## config.mk

```make
export PLATFORM = sky130hd
export DESIGN_NAME = voice_mixer_distance_pan_top
export DESIGN_NICKNAME = d
export VERILOG_FILES = /design/src/vmd_pkg.sv /design/src/vmd_front.sv /design/src/vmd_queue.sv /design/src/vmd_back.sv /design/src/voice_mixer_distance_pan_top.sv
export SDC_FILE = /design/constraint.sdc
export NUM_CORES = 2
export LEC_CHECK = 0
export ABC_AREA = 1
export BUFFER_PORTS_ARGS = -buffer_cell sky130_fd_sc_hd__buf_2
export CAP_MARGIN = 10
export CORE_MARGIN = 4
export CORE_UTILIZATION = 30
export CTS_CLUSTER_DIAMETER = 150
export CTS_CLUSTER_SIZE = 40
export DETAILED_ROUTE_END_ITERATION = 10
export SYNTH_ARGS = -nofsm -noshare
export SYNTH_HDL_FRONTEND = slang
export SYNTH_SLANG_ARGS = --single-unit
```

## constraint.sdc

```tcl
create_clock -name clk -period 12.05 [get_ports clk]
set_input_delay 0.6025 -clock clk [delete_from_list [all_inputs] [get_ports clk]]
set_output_delay 0.6025 -clock clk [all_outputs]
set_load 0.005 [all_outputs]
```

## src/vmd_pkg.sv

```systemverilog
// Shared types and constants for the voice mixer with distance pan.
// No dependencies; every other file of the block imports this package.
`default_nettype none

package vmd_pkg;

    // Configuration register indexes
    localparam int          CFG_INDEX_W       = 2;
    localparam logic [1:0]  CFG_MASTER_VOLUME = 2'd0;
    localparam logic [1:0]  CFG_LISTENER_X    = 2'd1;
    localparam logic [1:0]  CFG_LISTENER_Y    = 2'd2;
    localparam int          CFG_DATA_W        = 24;

    // Reset values and sizing
    localparam logic [6:0]  MASTER_RESET      = 7'd100;
    localparam int          MAX_VOICES_DEF    = 64;
    localparam int          QUEUE_DEPTH       = 2;

    // Distance range and its square
    localparam logic [10:0] RANGE             = 11'd1500;
    localparam logic [22:0] RANGE_SQ          = 23'd2250000;

    // Reciprocals: floor(x / d) == (x * M) >> S over the operand range used
    localparam logic [19:0] RECIP_RANGE       = 20'd715828;   // d = 1500, x < 2^19
    localparam int          RECIP_RANGE_SHIFT = 30;
    localparam logic [19:0] RECIP_255         = 20'd65794;    // d = 255, x <= 65025
    localparam int          RECIP_255_SHIFT   = 24;
    localparam logic [31:0] RECIP_101         = 32'd2721563436; // d = 101, x < 2^30
    localparam int          RECIP_101_SHIFT   = 38;

    // Magnitudes at or above this always clamp the output after / 101 / 256
    localparam logic [29:0] EMIT_CLAMP        = 30'd847249408;
    localparam int          ROUND_SHIFT       = 8;
    localparam logic [14:0] OUT_LIM           = 15'h7fff;

    // One voice word at the input
    typedef struct packed {
        logic signed [15:0] sample_left;
        logic signed [15:0] sample_right;
        logic               is_mono;
        logic [7:0]         channel_volume;
        logic               positional;
        logic signed [23:0] voice_x;
        logic signed [23:0] voice_y;
        logic               layer_member;
        logic [7:0]         layer_gain;
        logic               last_voice;
    } voice_t;

    // One mixed output word
    typedef struct packed {
        logic signed [15:0] out_left;
        logic signed [15:0] out_right;
    } mix_t;

    // Listener position from the configuration registers
    typedef struct packed {
        logic signed [23:0] x;
        logic signed [23:0] y;
    } listener_t;

    // Classified voice handed from the front end to the back end
    typedef struct packed {
        logic signed [15:0] sample_left;
        logic signed [15:0] sample_right;   // already resolved for mono voices
        logic [7:0]         channel_volume;
        logic               positional;
        logic               near;           // both offsets below the range
        logic               dx_pos;         // voice right of listener: cut left
        logic [10:0]        ax;
        logic [10:0]        ay;
        logic               layer_member;
        logic [7:0]         layer_gain;
        logic               last_voice;
    } job_t;

endpackage

`default_nettype wire

```

## src/vmd_front.sv

```systemverilog
// Front end: takes voice words and classifies them against the listener.
// Depends on vmd_pkg.
`default_nettype none

module vmd_front (
    input  wire logic               voice_valid,
    output logic                    voice_ready,
    input  wire vmd_pkg::voice_t    voice,
    input  wire vmd_pkg::listener_t listener,
    output logic                    job_valid,
    input  wire logic               job_ready,
    output vmd_pkg::job_t           job
);
    import vmd_pkg::*;

    logic signed [24:0] dx;
    logic signed [24:0] dy;
    logic [23:0]        ax;
    logic [23:0]        ay;

    // Offsets from the listener and their magnitudes
    always_comb
    begin
        dx = 25'(voice.voice_x) - 25'(listener.x);
        dy = 25'(voice.voice_y) - 25'(listener.y);
        ax = dx[24] ? 24'(-dx) : dx[23:0];
        ay = dy[24] ? 24'(-dy) : dy[23:0];
    end

    // Build the job word
    always_comb
    begin
        job.sample_left    = voice.sample_left;
        job.sample_right   = voice.is_mono ? voice.sample_left : voice.sample_right;
        job.channel_volume = voice.channel_volume;
        job.positional     = voice.positional;
        job.near           = (ax[23:11] == '0) && (ax[10:0] < RANGE) &&
                             (ay[23:11] == '0) && (ay[10:0] < RANGE);
        job.dx_pos         = !dx[24] && (dx != '0);
        job.ax             = ax[10:0];
        job.ay             = ay[10:0];
        job.layer_member   = voice.layer_member;
        job.layer_gain     = voice.layer_gain;
        job.last_voice     = voice.last_voice;
    end

    assign job_valid   = voice_valid;
    assign voice_ready = job_ready;

endmodule

`default_nettype wire

```

## src/vmd_queue.sv

```systemverilog
// Short queue of classified jobs between the front and back ends.
// Depends on vmd_pkg.
`default_nettype none

module vmd_queue (
    input  wire logic          clk,
    input  wire logic          rst_n,
    input  wire logic          push_valid,
    output logic               push_ready,
    input  wire vmd_pkg::job_t push_data,
    output logic               pop_valid,
    input  wire logic          pop_ready,
    output vmd_pkg::job_t      pop_data
);
    import vmd_pkg::*;

    localparam int PTR_W = (QUEUE_DEPTH > 1) ? $clog2(QUEUE_DEPTH) : 1;
    localparam int CNT_W = $clog2(QUEUE_DEPTH + 1);

    job_t             slot_reg [QUEUE_DEPTH];
    logic [PTR_W-1:0] wr_ptr_reg;
    logic [PTR_W-1:0] rd_ptr_reg;
    logic [CNT_W-1:0] count_reg;
    logic             do_push;
    logic             do_pop;

    assign push_ready = (count_reg != CNT_W'(QUEUE_DEPTH));
    assign pop_valid  = (count_reg != '0);
    assign pop_data   = slot_reg[rd_ptr_reg];
    assign do_push    = push_valid && push_ready;
    assign do_pop     = pop_valid && pop_ready;

    // Pointers and fill count
    always_ff @(posedge clk or negedge rst_n)
    begin
        if (!rst_n)
        begin
            wr_ptr_reg <= '0;
            rd_ptr_reg <= '0;
            count_reg  <= '0;
        end
        else
        begin
            if (do_push)
                wr_ptr_reg <= (wr_ptr_reg == PTR_W'(QUEUE_DEPTH - 1)) ? '0 : wr_ptr_reg + 1'b1;
            if (do_pop)
                rd_ptr_reg <= (rd_ptr_reg == PTR_W'(QUEUE_DEPTH - 1)) ? '0 : rd_ptr_reg + 1'b1;
            if (do_push && !do_pop)
                count_reg <= count_reg + 1'b1;
            else if (do_pop && !do_push)
                count_reg <= count_reg - 1'b1;
        end
    end

    // Slot storage
    always_ff @(posedge clk)
    begin
        if (do_push)
            slot_reg[wr_ptr_reg] <= push_data;
    end

endmodule

`default_nettype wire

```

## src/vmd_back.sv

```systemverilog
// Back end: per-voice gain sequencer, stereo accumulators and frame output.
// Depends on vmd_pkg.
`default_nettype none

module vmd_back #(
    parameter int MAX_VOICES = vmd_pkg::MAX_VOICES_DEF
) (
    input  wire logic          clk,
    input  wire logic          rst_n,
    input  wire logic          job_valid,
    output logic               job_ready,
    input  wire vmd_pkg::job_t job,
    input  wire logic [6:0]    master_volume,
    output logic               mix_valid,
    input  wire logic          mix_ready,
    output vmd_pkg::mix_t      mix
);
    import vmd_pkg::*;

    localparam int CNT_W = $clog2(MAX_VOICES + 1);

    typedef enum logic [3:0] {
        ST_IDLE,
        ST_SQUARE,
        ST_ROOT,
        ST_GAIN_MUL,
        ST_GAIN_DIV,
        ST_ACCUM,
        ST_EMIT_MUL,
        ST_EMIT_DIV,
        ST_OUTPUT
    } state_t;

    typedef enum logic [2:0] {
        GS_FAR,
        GS_FALL_L,
        GS_FALL_R,
        GS_LAYER_L,
        GS_LAYER_R
    } gain_step_t;

    state_t             state_reg;
    gain_step_t         step_reg;
    job_t               ent_reg;
    logic [7:0]         lvol_reg;
    logic [7:0]         rvol_reg;
    logic [22:0]        d2_reg;
    logic [10:0]        root_reg;
    logic [3:0]         bit_reg;
    logic [18:0]        prod_reg;
    logic signed [31:0] sum_left_reg;
    logic signed [31:0] sum_right_reg;
    logic [CNT_W-1:0]   count_reg;
    logic               emit_side_reg;
    logic [29:0]        emit_mag_reg;
    logic               emit_neg_reg;
    logic signed [15:0] res_left_reg;
    logic signed [15:0] res_right_reg;
    mix_t               mix_reg;
    logic               mix_valid_reg;
    logic               mix_load;

    // Saturate a widened sum back to 32 bits
    function automatic logic signed [31:0] sat_sum(input logic signed [32:0] v);
        if (v[32] != v[31])
            return v[32] ? 32'sh80000000 : 32'sh7fffffff;
        return v[31:0];
    endfunction

    // Squared distance and one bit of the square root
    logic [21:0] ax_sq;
    logic [21:0] ay_sq;
    logic [22:0] d2;
    logic [10:0] trial;
    logic [21:0] trial_sq;

    always_comb
    begin
        ax_sq    = 22'(ent_reg.ax) * 22'(ent_reg.ax);
        ay_sq    = 22'(ent_reg.ay) * 22'(ent_reg.ay);
        d2       = {1'b0, ax_sq} + {1'b0, ay_sq};
        trial    = root_reg | (11'd1 << bit_reg);
        trial_sq = 22'(trial) * 22'(trial);
    end

    // Shared gain unit: (a * b) / 1500 or / 255, a product then a reciprocal
    logic [10:0] gain_a;
    logic [7:0]  gain_b;
    logic        gain_layer;
    logic [38:0] recip_prod;
    logic [7:0]  gain_q;

    always_comb
    begin
        gain_a     = RANGE - root_reg;
        gain_b     = lvol_reg;
        gain_layer = 1'b0;
        case (step_reg)
            GS_FAR:
            begin
                gain_a = RANGE - ent_reg.ax;
                gain_b = ent_reg.dx_pos ? lvol_reg : rvol_reg;
            end
            GS_FALL_L:
                gain_b = lvol_reg;
            GS_FALL_R:
                gain_b = rvol_reg;
            GS_LAYER_L:
            begin
                gain_a     = {3'b000, ent_reg.layer_gain};
                gain_layer = 1'b1;
            end
            GS_LAYER_R:
            begin
                gain_a     = {3'b000, ent_reg.layer_gain};
                gain_b     = rvol_reg;
                gain_layer = 1'b1;
            end
            default:
                gain_b = lvol_reg;
        endcase
        recip_prod = 39'(prod_reg) * 39'(gain_layer ? RECIP_255 : RECIP_RANGE);
        gain_q     = gain_layer ? recip_prod[RECIP_255_SHIFT +: 8]
                                : recip_prod[RECIP_RANGE_SHIFT +: 8];
    end

    // Accumulate the scaled samples
    logic signed [8:0]  lvol_s;
    logic signed [8:0]  rvol_s;
    logic signed [24:0] add_left;
    logic signed [24:0] add_right;
    logic signed [31:0] acc_left;
    logic signed [31:0] acc_right;

    always_comb
    begin
        lvol_s    = signed'({1'b0, lvol_reg});
        rvol_s    = signed'({1'b0, rvol_reg});
        add_left  = ent_reg.sample_left * lvol_s;
        add_right = ent_reg.sample_right * rvol_s;
        acc_left  = sat_sum(33'(sum_left_reg) + 33'(add_left));
        acc_right = sat_sum(33'(sum_right_reg) + 33'(add_right));
    end

    // Frame output: master scale, / 101 toward zero, floor / 256, clamp
    logic signed [31:0] emit_sum;
    logic [31:0]        emit_abs;
    logic [38:0]        emit_prod;
    logic [29:0]        emit_clamped;
    logic [61:0]        div_prod;
    logic [23:0]        div_q;
    logic [24:0]        rounded;
    logic [16:0]        scaled;
    logic [14:0]        out_mag;
    logic signed [15:0] emit_val;

    always_comb
    begin
        emit_sum     = emit_side_reg ? sum_right_reg : sum_left_reg;
        emit_abs     = emit_sum[31] ? unsigned'(-emit_sum) : unsigned'(emit_sum);
        emit_prod    = 39'(emit_abs) * 39'(master_volume);
        emit_clamped = (emit_prod >= 39'(EMIT_CLAMP)) ? EMIT_CLAMP : emit_prod[29:0];
        div_prod     = 62'(emit_mag_reg) * 62'(RECIP_101);
        div_q        = div_prod[RECIP_101_SHIFT +: 24];
        rounded      = emit_neg_reg ? 25'(div_q) + 25'((1 << ROUND_SHIFT) - 1) : 25'(div_q);
        scaled       = rounded[ROUND_SHIFT +: 17];
        out_mag      = (scaled > 17'(OUT_LIM)) ? OUT_LIM : scaled[14:0];
        emit_val     = emit_neg_reg ? -signed'({1'b0, out_mag}) : signed'({1'b0, out_mag});
    end

    // Output register takes a new word when empty or being drained
    assign mix_load = (state_reg == ST_OUTPUT) && (!mix_valid_reg || mix_ready);

    // Sequencer
    always_ff @(posedge clk or negedge rst_n)
    begin
        if (!rst_n)
        begin
            state_reg     <= ST_IDLE;
            step_reg      <= GS_FAR;
            ent_reg       <= '0;
            lvol_reg      <= '0;
            rvol_reg      <= '0;
            d2_reg        <= '0;
            root_reg      <= '0;
            bit_reg       <= '0;
            prod_reg      <= '0;
            sum_left_reg  <= '0;
            sum_right_reg <= '0;
            count_reg     <= '0;
            emit_side_reg <= 1'b0;
            emit_mag_reg  <= '0;
            emit_neg_reg  <= 1'b0;
            res_left_reg  <= '0;
            res_right_reg <= '0;
            mix_reg       <= '0;
            mix_valid_reg <= 1'b0;
        end
        else
        begin
            if (mix_load)
                mix_valid_reg <= 1'b1;
            else if (mix_ready)
                mix_valid_reg <= 1'b0;

            case (state_reg)
                ST_IDLE:
                begin
                    if (job_valid)
                    begin
                        ent_reg  <= job;
                        lvol_reg <= job.channel_volume;
                        rvol_reg <= job.channel_volume;
                        if (job.positional)
                            state_reg <= ST_SQUARE;
                        else if (job.layer_member)
                        begin
                            step_reg  <= GS_LAYER_L;
                            state_reg <= ST_GAIN_MUL;
                        end
                        else
                            state_reg <= ST_ACCUM;
                    end
                end

                // Out of range voices go silent
                ST_SQUARE:
                begin
                    d2_reg <= d2;
                    if (ent_reg.near && (d2 < RANGE_SQ))
                    begin
                        root_reg  <= '0;
                        bit_reg   <= 4'd10;
                        state_reg <= ST_ROOT;
                    end
                    else
                    begin
                        lvol_reg <= '0;
                        rvol_reg <= '0;
                        if (ent_reg.layer_member)
                        begin
                            step_reg  <= GS_LAYER_L;
                            state_reg <= ST_GAIN_MUL;
                        end
                        else
                            state_reg <= ST_ACCUM;
                    end
                end

                // One root bit per cycle, most significant first
                ST_ROOT:
                begin
                    if ({1'b0, trial_sq} <= d2_reg)
                        root_reg <= trial;
                    if (bit_reg == '0)
                    begin
                        step_reg  <= GS_FAR;
                        state_reg <= ST_GAIN_MUL;
                    end
                    else
                        bit_reg <= bit_reg - 1'b1;
                end

                ST_GAIN_MUL:
                begin
                    prod_reg  <= 19'(gain_a * gain_b);
                    state_reg <= ST_GAIN_DIV;
                end

                ST_GAIN_DIV:
                begin
                    state_reg <= ST_GAIN_MUL;
                    case (step_reg)
                        GS_FAR:
                        begin
                            if (ent_reg.dx_pos)
                                lvol_reg <= gain_q;
                            else
                                rvol_reg <= gain_q;
                            step_reg <= GS_FALL_L;
                        end
                        GS_FALL_L:
                        begin
                            lvol_reg <= gain_q;
                            step_reg <= GS_FALL_R;
                        end
                        GS_FALL_R:
                        begin
                            rvol_reg <= gain_q;
                            if (ent_reg.layer_member)
                                step_reg <= GS_LAYER_L;
                            else
                                state_reg <= ST_ACCUM;
                        end
                        GS_LAYER_L:
                        begin
                            lvol_reg <= gain_q;
                            step_reg <= GS_LAYER_R;
                        end
                        GS_LAYER_R:
                        begin
                            rvol_reg  <= gain_q;
                            state_reg <= ST_ACCUM;
                        end
                        default:
                            state_reg <= ST_ACCUM;
                    endcase
                end

                // Voices past the frame limit add nothing
                ST_ACCUM:
                begin
                    if (count_reg < CNT_W'(MAX_VOICES))
                    begin
                        sum_left_reg  <= acc_left;
                        sum_right_reg <= acc_right;
                        count_reg     <= count_reg + 1'b1;
                    end
                    if (ent_reg.last_voice)
                    begin
                        emit_side_reg <= 1'b0;
                        state_reg     <= ST_EMIT_MUL;
                    end
                    else
                        state_reg <= ST_IDLE;
                end

                ST_EMIT_MUL:
                begin
                    emit_mag_reg <= emit_clamped;
                    emit_neg_reg <= emit_sum[31];
                    state_reg    <= ST_EMIT_DIV;
                end

                ST_EMIT_DIV:
                begin
                    if (!emit_side_reg)
                    begin
                        res_left_reg  <= emit_val;
                        emit_side_reg <= 1'b1;
                        state_reg     <= ST_EMIT_MUL;
                    end
                    else
                    begin
                        res_right_reg <= emit_val;
                        state_reg     <= ST_OUTPUT;
                    end
                end

                // Hand the word to the output register and open a new frame
                ST_OUTPUT:
                begin
                    if (mix_load)
                    begin
                        mix_reg.out_left  <= res_left_reg;
                        mix_reg.out_right <= res_right_reg;
                        sum_left_reg      <= '0;
                        sum_right_reg     <= '0;
                        count_reg         <= '0;
                        state_reg         <= ST_IDLE;
                    end
                end

                default:
                    state_reg <= ST_IDLE;
            endcase
        end
    end

    assign job_ready = (state_reg == ST_IDLE);
    assign mix_valid = mix_valid_reg;
    assign mix       = mix_reg;

endmodule

`default_nettype wire

```

## src/voice_mixer_distance_pan_top.sv

```systemverilog
// Voice mixer with distance pan: top level, configuration registers and wiring.
// Depends on vmd_pkg, vmd_front, vmd_queue and vmd_back.
//
// Voice words are classified against the listener position as they arrive and
// wait in a two-entry queue; a back-end sequencer then works through one voice
// at a time. A plain voice goes straight to the accumulators; a music-layer
// voice first scales its gains in the shared gain multiplier. A positional
// voice in range adds a square of the offsets, an 11-step bit-serial square
// root, then three passes of the gain multiplier; one out of range is squared
// and then silenced. The last voice of a frame is followed by scaling, division
// and clamping of both channels before the word goes to the output register.
// Configuration writes are always taken (ready stays high); index 3 is ignored.
`default_nettype none

module voice_mixer_distance_pan_top #(
    parameter int MAX_VOICES = vmd_pkg::MAX_VOICES_DEF
) (
    input  wire logic                           clk,
    input  wire logic                           rst_n,
    input  wire logic                           voice_valid,
    output logic                                voice_ready,
    input  wire vmd_pkg::voice_t                voice,
    output logic                                mix_valid,
    input  wire logic                           mix_ready,
    output vmd_pkg::mix_t                       mix,
    input  wire logic                           cfg_valid,
    output logic                                cfg_ready,
    input  wire logic [vmd_pkg::CFG_INDEX_W-1:0] cfg_index,
    input  wire logic [vmd_pkg::CFG_DATA_W-1:0]  cfg_data
);
    import vmd_pkg::*;

    logic [6:0] master_volume_reg;
    listener_t  listener_reg;
    logic       job_in_valid;
    logic       job_in_ready;
    job_t       job_in;
    logic       job_out_valid;
    logic       job_out_ready;
    job_t       job_out;

    assign cfg_ready = 1'b1;

    // Configuration registers
    always_ff @(posedge clk or negedge rst_n)
    begin
        if (!rst_n)
        begin
            master_volume_reg <= MASTER_RESET;
            listener_reg      <= '0;
        end
        else if (cfg_valid && cfg_ready)
        begin
            case (cfg_index)
                CFG_MASTER_VOLUME: master_volume_reg <= cfg_data[6:0];
                CFG_LISTENER_X:    listener_reg.x    <= signed'(cfg_data);
                CFG_LISTENER_Y:    listener_reg.y    <= signed'(cfg_data);
                default:           ;
            endcase
        end
    end

    vmd_front u_front (
        .voice_valid (voice_valid),
        .voice_ready (voice_ready),
        .voice       (voice),
        .listener    (listener_reg),
        .job_valid   (job_in_valid),
        .job_ready   (job_in_ready),
        .job         (job_in)
    );

    vmd_queue u_queue (
        .clk        (clk),
        .rst_n      (rst_n),
        .push_valid (job_in_valid),
        .push_ready (job_in_ready),
        .push_data  (job_in),
        .pop_valid  (job_out_valid),
        .pop_ready  (job_out_ready),
        .pop_data   (job_out)
    );

    vmd_back #(
        .MAX_VOICES (MAX_VOICES)
    ) u_back (
        .clk           (clk),
        .rst_n         (rst_n),
        .job_valid     (job_out_valid),
        .job_ready     (job_out_ready),
        .job           (job_out),
        .master_volume (master_volume_reg),
        .mix_valid     (mix_valid),
        .mix_ready     (mix_ready),
        .mix           (mix)
    );

endmodule

`default_nettype wire

```

Yosys cells after proc, flatten, opt, wreduce, memory -nomap -nowiden --
Memories as Yosys holds them, arrays and structs flattened. Index checks and enable logic that the tools add are counted.
Storage, ports and cells: bits in registers 373, bits in writable memories 150, input port bits 131, output and inout port bits 35, logic and storage cells 228, memories kept 1
Memory list:
- u_queue.slot_reg | depth 2, bits a word 75, rd ports 1, clocked after Yosys merged registers in 0, wr ports 1, RTL line vmd_queue.sv:20 | job_t slot_reg [QUEUE_DEPTH];
Operators by class: add/subtract/negate cells 18, multiply operators 9, magnitude comparators 7, eq/ne operators 33, shifts and indexed selects 1, multiplexer cells 74, bitwise gates (word level) 2, reductions and logical operators 49
Operator list (count):
- 32-bit 2-to-1 mux | 11
- 32-bit case mux with 2 select lines | 2
- 32-bit by 25-bit adder with 33-bit output | 2
- 11-bit by 11-bit multiplier with 22-bit output | 3
- 30-bit by 30-bit multiplier with 60-bit output, second input constant | 1
- 16-bit by 9-bit multiplier with 25-bit output | 2
- 24-bit by 24-bit subtractor with 25-bit output | 2
- 24-bit 2-to-1 mux | 2
- 8-bit 2-to-1 mux | 6
- 24-bit negation | 2
- 8-bit case mux with 2 select lines | 3
- 8-bit case mux with 3 select lines | 2
- 11-bit case mux with 2 select lines | 2
- 39-bit by 30-bit >= comparator with 1-bit output, second input constant | 1
- 19-bit by 39-bit multiplier with 38-bit output | 1
- 32-bit by 7-bit multiplier with 39-bit output | 1
- 4-bit case mux with 9 select lines | 1
- 16-bit 2-to-1 mux | 2
- 4-bit 2-to-1 mux | 8
- 32-bit negation | 1
- 30-bit 2-to-1 mux | 1
- 3-bit 2-to-1 mux | 9
- 13-bit logical NOT | 2
- 24-bit by 8-bit adder with 25-bit output, second input constant | 1
- 60 further kinds | 125

Longest topological paths before layout --
depth after elaboration 9, mapped depth 48, mapped depth without buffers 48

Cells and area by module --
From an unflattened synthesis, not the netlist that was laid out.
Second synthesis, totals: cells, all modules 11126, area, all modules 86833.3 um^2
By module, submodules not included:
- vmd_back | instances 1, cells each 9254, area an instance 72913.7 um^2, sequential area each 7857.5 um^2
- vmd_front | instances 1, cells each 1203, area an instance 5934.4 um^2, sequential area each 0.0 um^2
- vmd_queue | instances 1, cells each 421, area an instance 5694.2 um^2, sequential area each 4604.4 um^2
- voice_mixer_distance_pan_top | instances 1, cells each 248, area an instance 2290.9 um^2, sequential area each 1380.1 um^2

Least setup slack after synthesis --
No wires, ideal clock.
path kind reg2reg, start register u_back.emit_mag_reg[11], end register u_back.res_right_reg[12], setup time 0.126 ns, arrival time 7.596 ns, required time 11.924 ns, slack 4.328 ns, stages on the path, launching flop included 43, path buffers 0, clock period less this slack 7.722 ns, cell sequence dfrtp_1 inv_1 fa_1 inv_1 fa_1 fa_1 inv_1 fa_1 inv_1 fa_1 fa_1 fa_1 inv_1 fa_1 inv_1 ha_1 nand2_1 nor2_1 [7 not listed] nand2_1 nand3_1 nor2_2 nand2_4 nand3_4 nor2_4 nor2_8 nand2_1 inv_1 ha_1 a21boi_0 nand2_1 nand2_2 nand2_2 nor2_4 nand3_1 nand3_1 o21ai_0
Between the ends: cells in the longest elaborated chain, start to end 7
Ends and longest elaborated chain:
- start: declaration | RTL line vmd_back.sv:55 | logic [29:0] emit_mag_reg;
- start signal: assignment | RTL line vmd_back.sv:330 | emit_mag_reg <= emit_clamped;
- 30-bit by 30-bit multiplier with 60-bit output * | RTL line vmd_back.sv:163 | div_prod = 62'(emit_mag_reg) * 62'(RECIP_101);
- 24-bit by 8-bit adder with 25-bit output | RTL line vmd_back.sv:165 | rounded = emit_neg_reg ? 25'(div_q) + 25'((1 << ROUND_SHIFT) - 1) : 25'(div_q);
- 25-bit 2-to-1 mux * | RTL line vmd_back.sv:165
- 17-bit by 15-bit > comparator with 1-bit output | RTL line vmd_back.sv:167 | out_mag = (scaled > 17'(OUT_LIM)) ? OUT_LIM : scaled[14:0];
- 15-bit 2-to-1 mux * | RTL line vmd_back.sv:167
- 15-bit negation with 16-bit output | RTL line vmd_back.sv:168 | emit_val = emit_neg_reg ? -signed'({1'b0, out_mag}) : signed'({1'b0, out_mag});
- 16-bit 2-to-1 mux * | RTL line vmd_back.sv:168
- end signal: assignment | RTL line vmd_back.sv:345 | res_right_reg <= emit_val;
- end: declaration | RTL line vmd_back.sv:58 | logic signed [15:0] res_right_reg;
Mark *: on every way between the ends. The rest lies on a longest branch, timed or not. A chain may end at the register's enable or synchronous reset.

Final worst setup path --
start register u_back.bit_reg[0], end register u_back.root_reg[10]
Between the ends: cells in the longest elaborated chain, start to end 6, elaborated cells on any way between the ends 8, those cells by class 1 x mul; 1 x order compare; 1 x eq/ne; 1 x shift; 2 x mux; 1 x bitwise; 1 x reduce/logical
Ends and longest elaborated chain:
- start: declaration | RTL line vmd_back.sv:49 | logic [3:0] bit_reg;
- start signal: assignment | RTL line vmd_back.sv:261 | bit_reg <= bit_reg - 1'b1;
- 1-bit by 4-bit left shift with 11-bit output * | RTL line vmd_back.sv:82 | trial = root_reg | (11'd1 << bit_reg);
- 11-bit OR * | RTL line vmd_back.sv:82
- 11-bit by 11-bit multiplier with 22-bit output | RTL line vmd_back.sv:83 | trial_sq = 22'(trial) * 22'(trial);
- 22-bit by 23-bit less-or-equal comparator with 1-bit output | RTL line vmd_back.sv:253 | if ({1'b0, trial_sq} <= d2_reg)
- 2-bit by 1-bit != test with 1-bit output (no source line)
- 3-bit AND reduction (no source line)
- end signal: assignment | RTL line vmd_back.sv:254 | root_reg <= trial;
- end: declaration | RTL line vmd_back.sv:48 | logic [10:0] root_reg;
Mark *: on every way between the ends. The rest lies on a longest branch, timed or not. The select of a mux whose other input is x is not followed.

==> results.cfg <==
[run_status]
status = completed

[yosys]
synth.largest_area_cell = fa_1
synth_top_area_share_pct = 28.2
ys_async_sr_fraction_pct = 71.3
syn_avg_cell_area_sq_um = 8.00
synth.distinct_cells = 75
synth_edf_count = 150
synth_area_sq_mm = 0.0846
yosys_warnings = 0
synth_flop_cell = dfrtp_1
yosysSeqAreaShare_pct = 16.4
netlist_instances = 10600
ys_seq_elements = 523
synth.area.top_cells = fa_1, ha_1, inv_1, dfrtp_1, nand2_1

[critical_path]
arrival_ps = 9510
required_ps = 12700
endpoint_kind = flip-flop
cpMostUsedCell = inv_1
path_max_fanout = 12
cp_slowest_stage_delay_ps = 550
rr_startpoint = u_back.bit_reg[0]$_DFFE_PN0P_
worstSetupStartpoint = u_back.bit_reg[0]$_DFFE_PN0P_
critPathLaunchType = flip-flop
cp_slowest_cell = fa_1
setup.worst_path.class = reg2reg

[detailed_routing]
routed_wl_mm = 232
drc = 0
route.vias.total = 65100
routedWlPerCell_microns = 16.2
vias_per_cell = 4.54
drtIter0Drc = 4251
dr.pass1.iters = 6
antenna_left = 0

[timing]
min_period_over_period_pct = 73.5
fin_skew_ps = 99.7
setup_viol = 0
finalHoldViolCount = 0
holdWs_ps = 78.8
worstMarginPinSlew_ps = 999
rsz0062_at_grt = false
relSlewSlack_pct = 32.7
fin_crit_ps = 8860
drv_slew = 0
tns_ps = 0
setup_slack_ps = 3190
clock.fmax_ghz = 0.113

[clock_tree]
cts_buffers = 25
clkSinkCount = 523
cts-root-buf = clkbuf_16
cts_tree = built
clkLatencyLatePin_ps = 750
clockBufferDepth = 3
htree_levels = 1
path_clk_slew_ps = 150

[floorplanning]
die_w_microns = 539
core_area_sq_mm = 0.280
num_rows = 194
start_util_pct = 30.2
num_io_pins = 166
die-area_sq_mm = 0.290
die_y_microns = 539

[layout]
area_growth_pct = 7.40
n_fill_cell = 29600
drive_gt1_share_pct = 4.37
fin_nets = 12900
largest_register_ffs = 150

[placement]
dp_hpwl_mm = 199
pre_cts_slack_ps = 3220
io_buffers = 164
routabilityCongestion = 0.932

[global_route]
grt_pass1_wl_mm = 371
grt_max_degree = 149
grt_pass1_vias = 65000
antenna_found_initial = 11
grt.total_usage_pct = 15.9
overflow = 0

[worst_hold_path]
min_from = voice[89]
min_path_type = in2reg

[job]
cap_violations = 0
==> synthesized netlist by cell type, types with 8 or more instances <==
cell type / count
o211ai_1: 33
nand4_1: 96
a22o_1: 28
ha_1: 1000
nor3_1: 60
a21oi_1: 331
a31oi_1: 24
edfxtp_1: 150
a221oi_1: 9
inv_1: 2717
nor4_1: 21
o21ai_0: 490
a21o_1: 26
dfrtp_1: 370
mux2_2: 23
o31ai_1: 11
clkinv_1: 9
or2_2: 16
o21ai_2: 8
o21a_1: 14
xor2_1: 170
nor3_2: 11
nor2_2: 38
a21boi_0: 12
o21bai_1: 26
nor2_1: 497
nand2_2: 34
buf_2: 16
nand2_1: 2391
nand3_2: 8
xnor2_1: 87
o21ai_1: 56
inv_2: 25
clkbuf_1: 223
nand3b_1: 8
nor2_4: 10
nand3_1: 250
fa_1: 1192
==> critical path, delay by kind of cell, from the launching register on <==
kind	cells	cell delay, ps
AO/OA/AOI/OAI	10	1310
XOR/XNOR	1	160
adder cells (fa/ha/maj)	8	3510
buffers and inverters	7	800
flip-flops	1	420
AND/OR/NAND/NOR	14	2550
==> per-layer routing <==
| metal | global-route usage, % | part of all wire, % | vias up |
|---|---|---|---|
| li1 | - | - | 31900 |
| met1 | 23.1 | 47 | 31900 |
| met2 | 26.1 | 46 | 1177 |
| met3 | 1.56 | 4.5 | 132 |
| met4 | 2.54 | 1.9 | 4 |
| met5 | 0 | 0.0091 | - |
==> layout make-up <==
type	count	area, sq um	share of cell area (%)
Tap cell	3724	4660	5.13
Clock inverter	15	403	0.444
Multi-Input combinational cell	7065	59600	65.6
Timing Repair Buffer	223	1340	1.47
Sequential cell	523	13800	15.2
Inverter	2751	10300	11.4
Antenna cell	5	12.5	0.0138
Clock buffer	31	669	0.737
==> cells by family after synthesis <==
| group | after synthesis | synth area share [%] |
|---|---|---|
| buf+inv | 3003 | 13.4 |
| simple gates | 3452 | 16.7 |
| other cells | 2 | 0.00888 |
| fa+ha+maj | 2192 | 43.0 |
| xor+xnor | 261 | 2.74 |
| compound gates | 1105 | 7.33 |
| flops | 523 | 16.4 |
| mux | 30 | 0.389 |
==> cells in the final DEF, fill, tap and decap left out, types with 10 or more instances in the layout <==
cell	count
o21ai_1	56
inv_2	25
mux2_2	23
xnor2_1	87
nand3_2	10
nand3_1	248
buf_2	163
a21oi_1	328
clkbuf_16	26
buf_4	41
inv_1	2717
a22o_1	28
clkinv_16	11
xor2_1	169
o31ai_1	11
nand4_1	96
nand2_2	35
a21o_1	26
o211ai_1	33
nor2_4	12
nor3_1	59
fa_1	1192
o21ai_0	489
nor4_1	21
dlygate4sd3_1	16
or2_2	16
conb_1	25
a31oi_1	24
nor2_1	493
ha_1	1000
dfrtp_1	368
edfxtp_1	150
nand2_1	2390
nor2_2	40
o21a_1	14
nor3_2	12
a21boi_0	12
o21bai_1	26
==> path summary, 6_finish.rpt <==
kind | slack, ps | end | depth (start not counted)
worst max-delay path | 3190 | u_back.root_reg[10]$_DFFE_PN0P_ | 40
worst min-delay path | 80 | u_queue.slot_reg[0][64]$_DFFE_PP_ | 1
worst max register to register | 3190 | u_back.root_reg[10]$_DFFE_PN0P_ | 40
worst min register to register | 480 | u_back.mix[23]$_DFFE_PN0P_ | 2
max in group asynchronous | 9600 | u_back.ent_reg[29]$_DFFE_PN0P_ | 4
min in group asynchronous | 460 | u_back.sum_left_reg[5]$_DFFE_PN0P_ | 2
==> metrics by stage <==
stage / std cells / cell area (sq um) / util, %
floorplan: 10600 / 84600 / -
global route: 14300 / 90800 / 32.4
finish: 14300 / 90800 / 32.4
global placement: 14300 / 89600 / 32.0
CTS: 14300 / 90800 / 32.4
detailed placement: 14300 / 89600 / 32.0
==> timing repair <==
item / CTS / global route
setup buffers: 0 / 0
gates resized for setup: 0 / 0
hold buffers: 16 / 0
endpoints found under the hold margin: 89 / 0
Power is not shown: default switching activity piles up to over one toggle a cycle in this logic, so the estimate is an artifact.
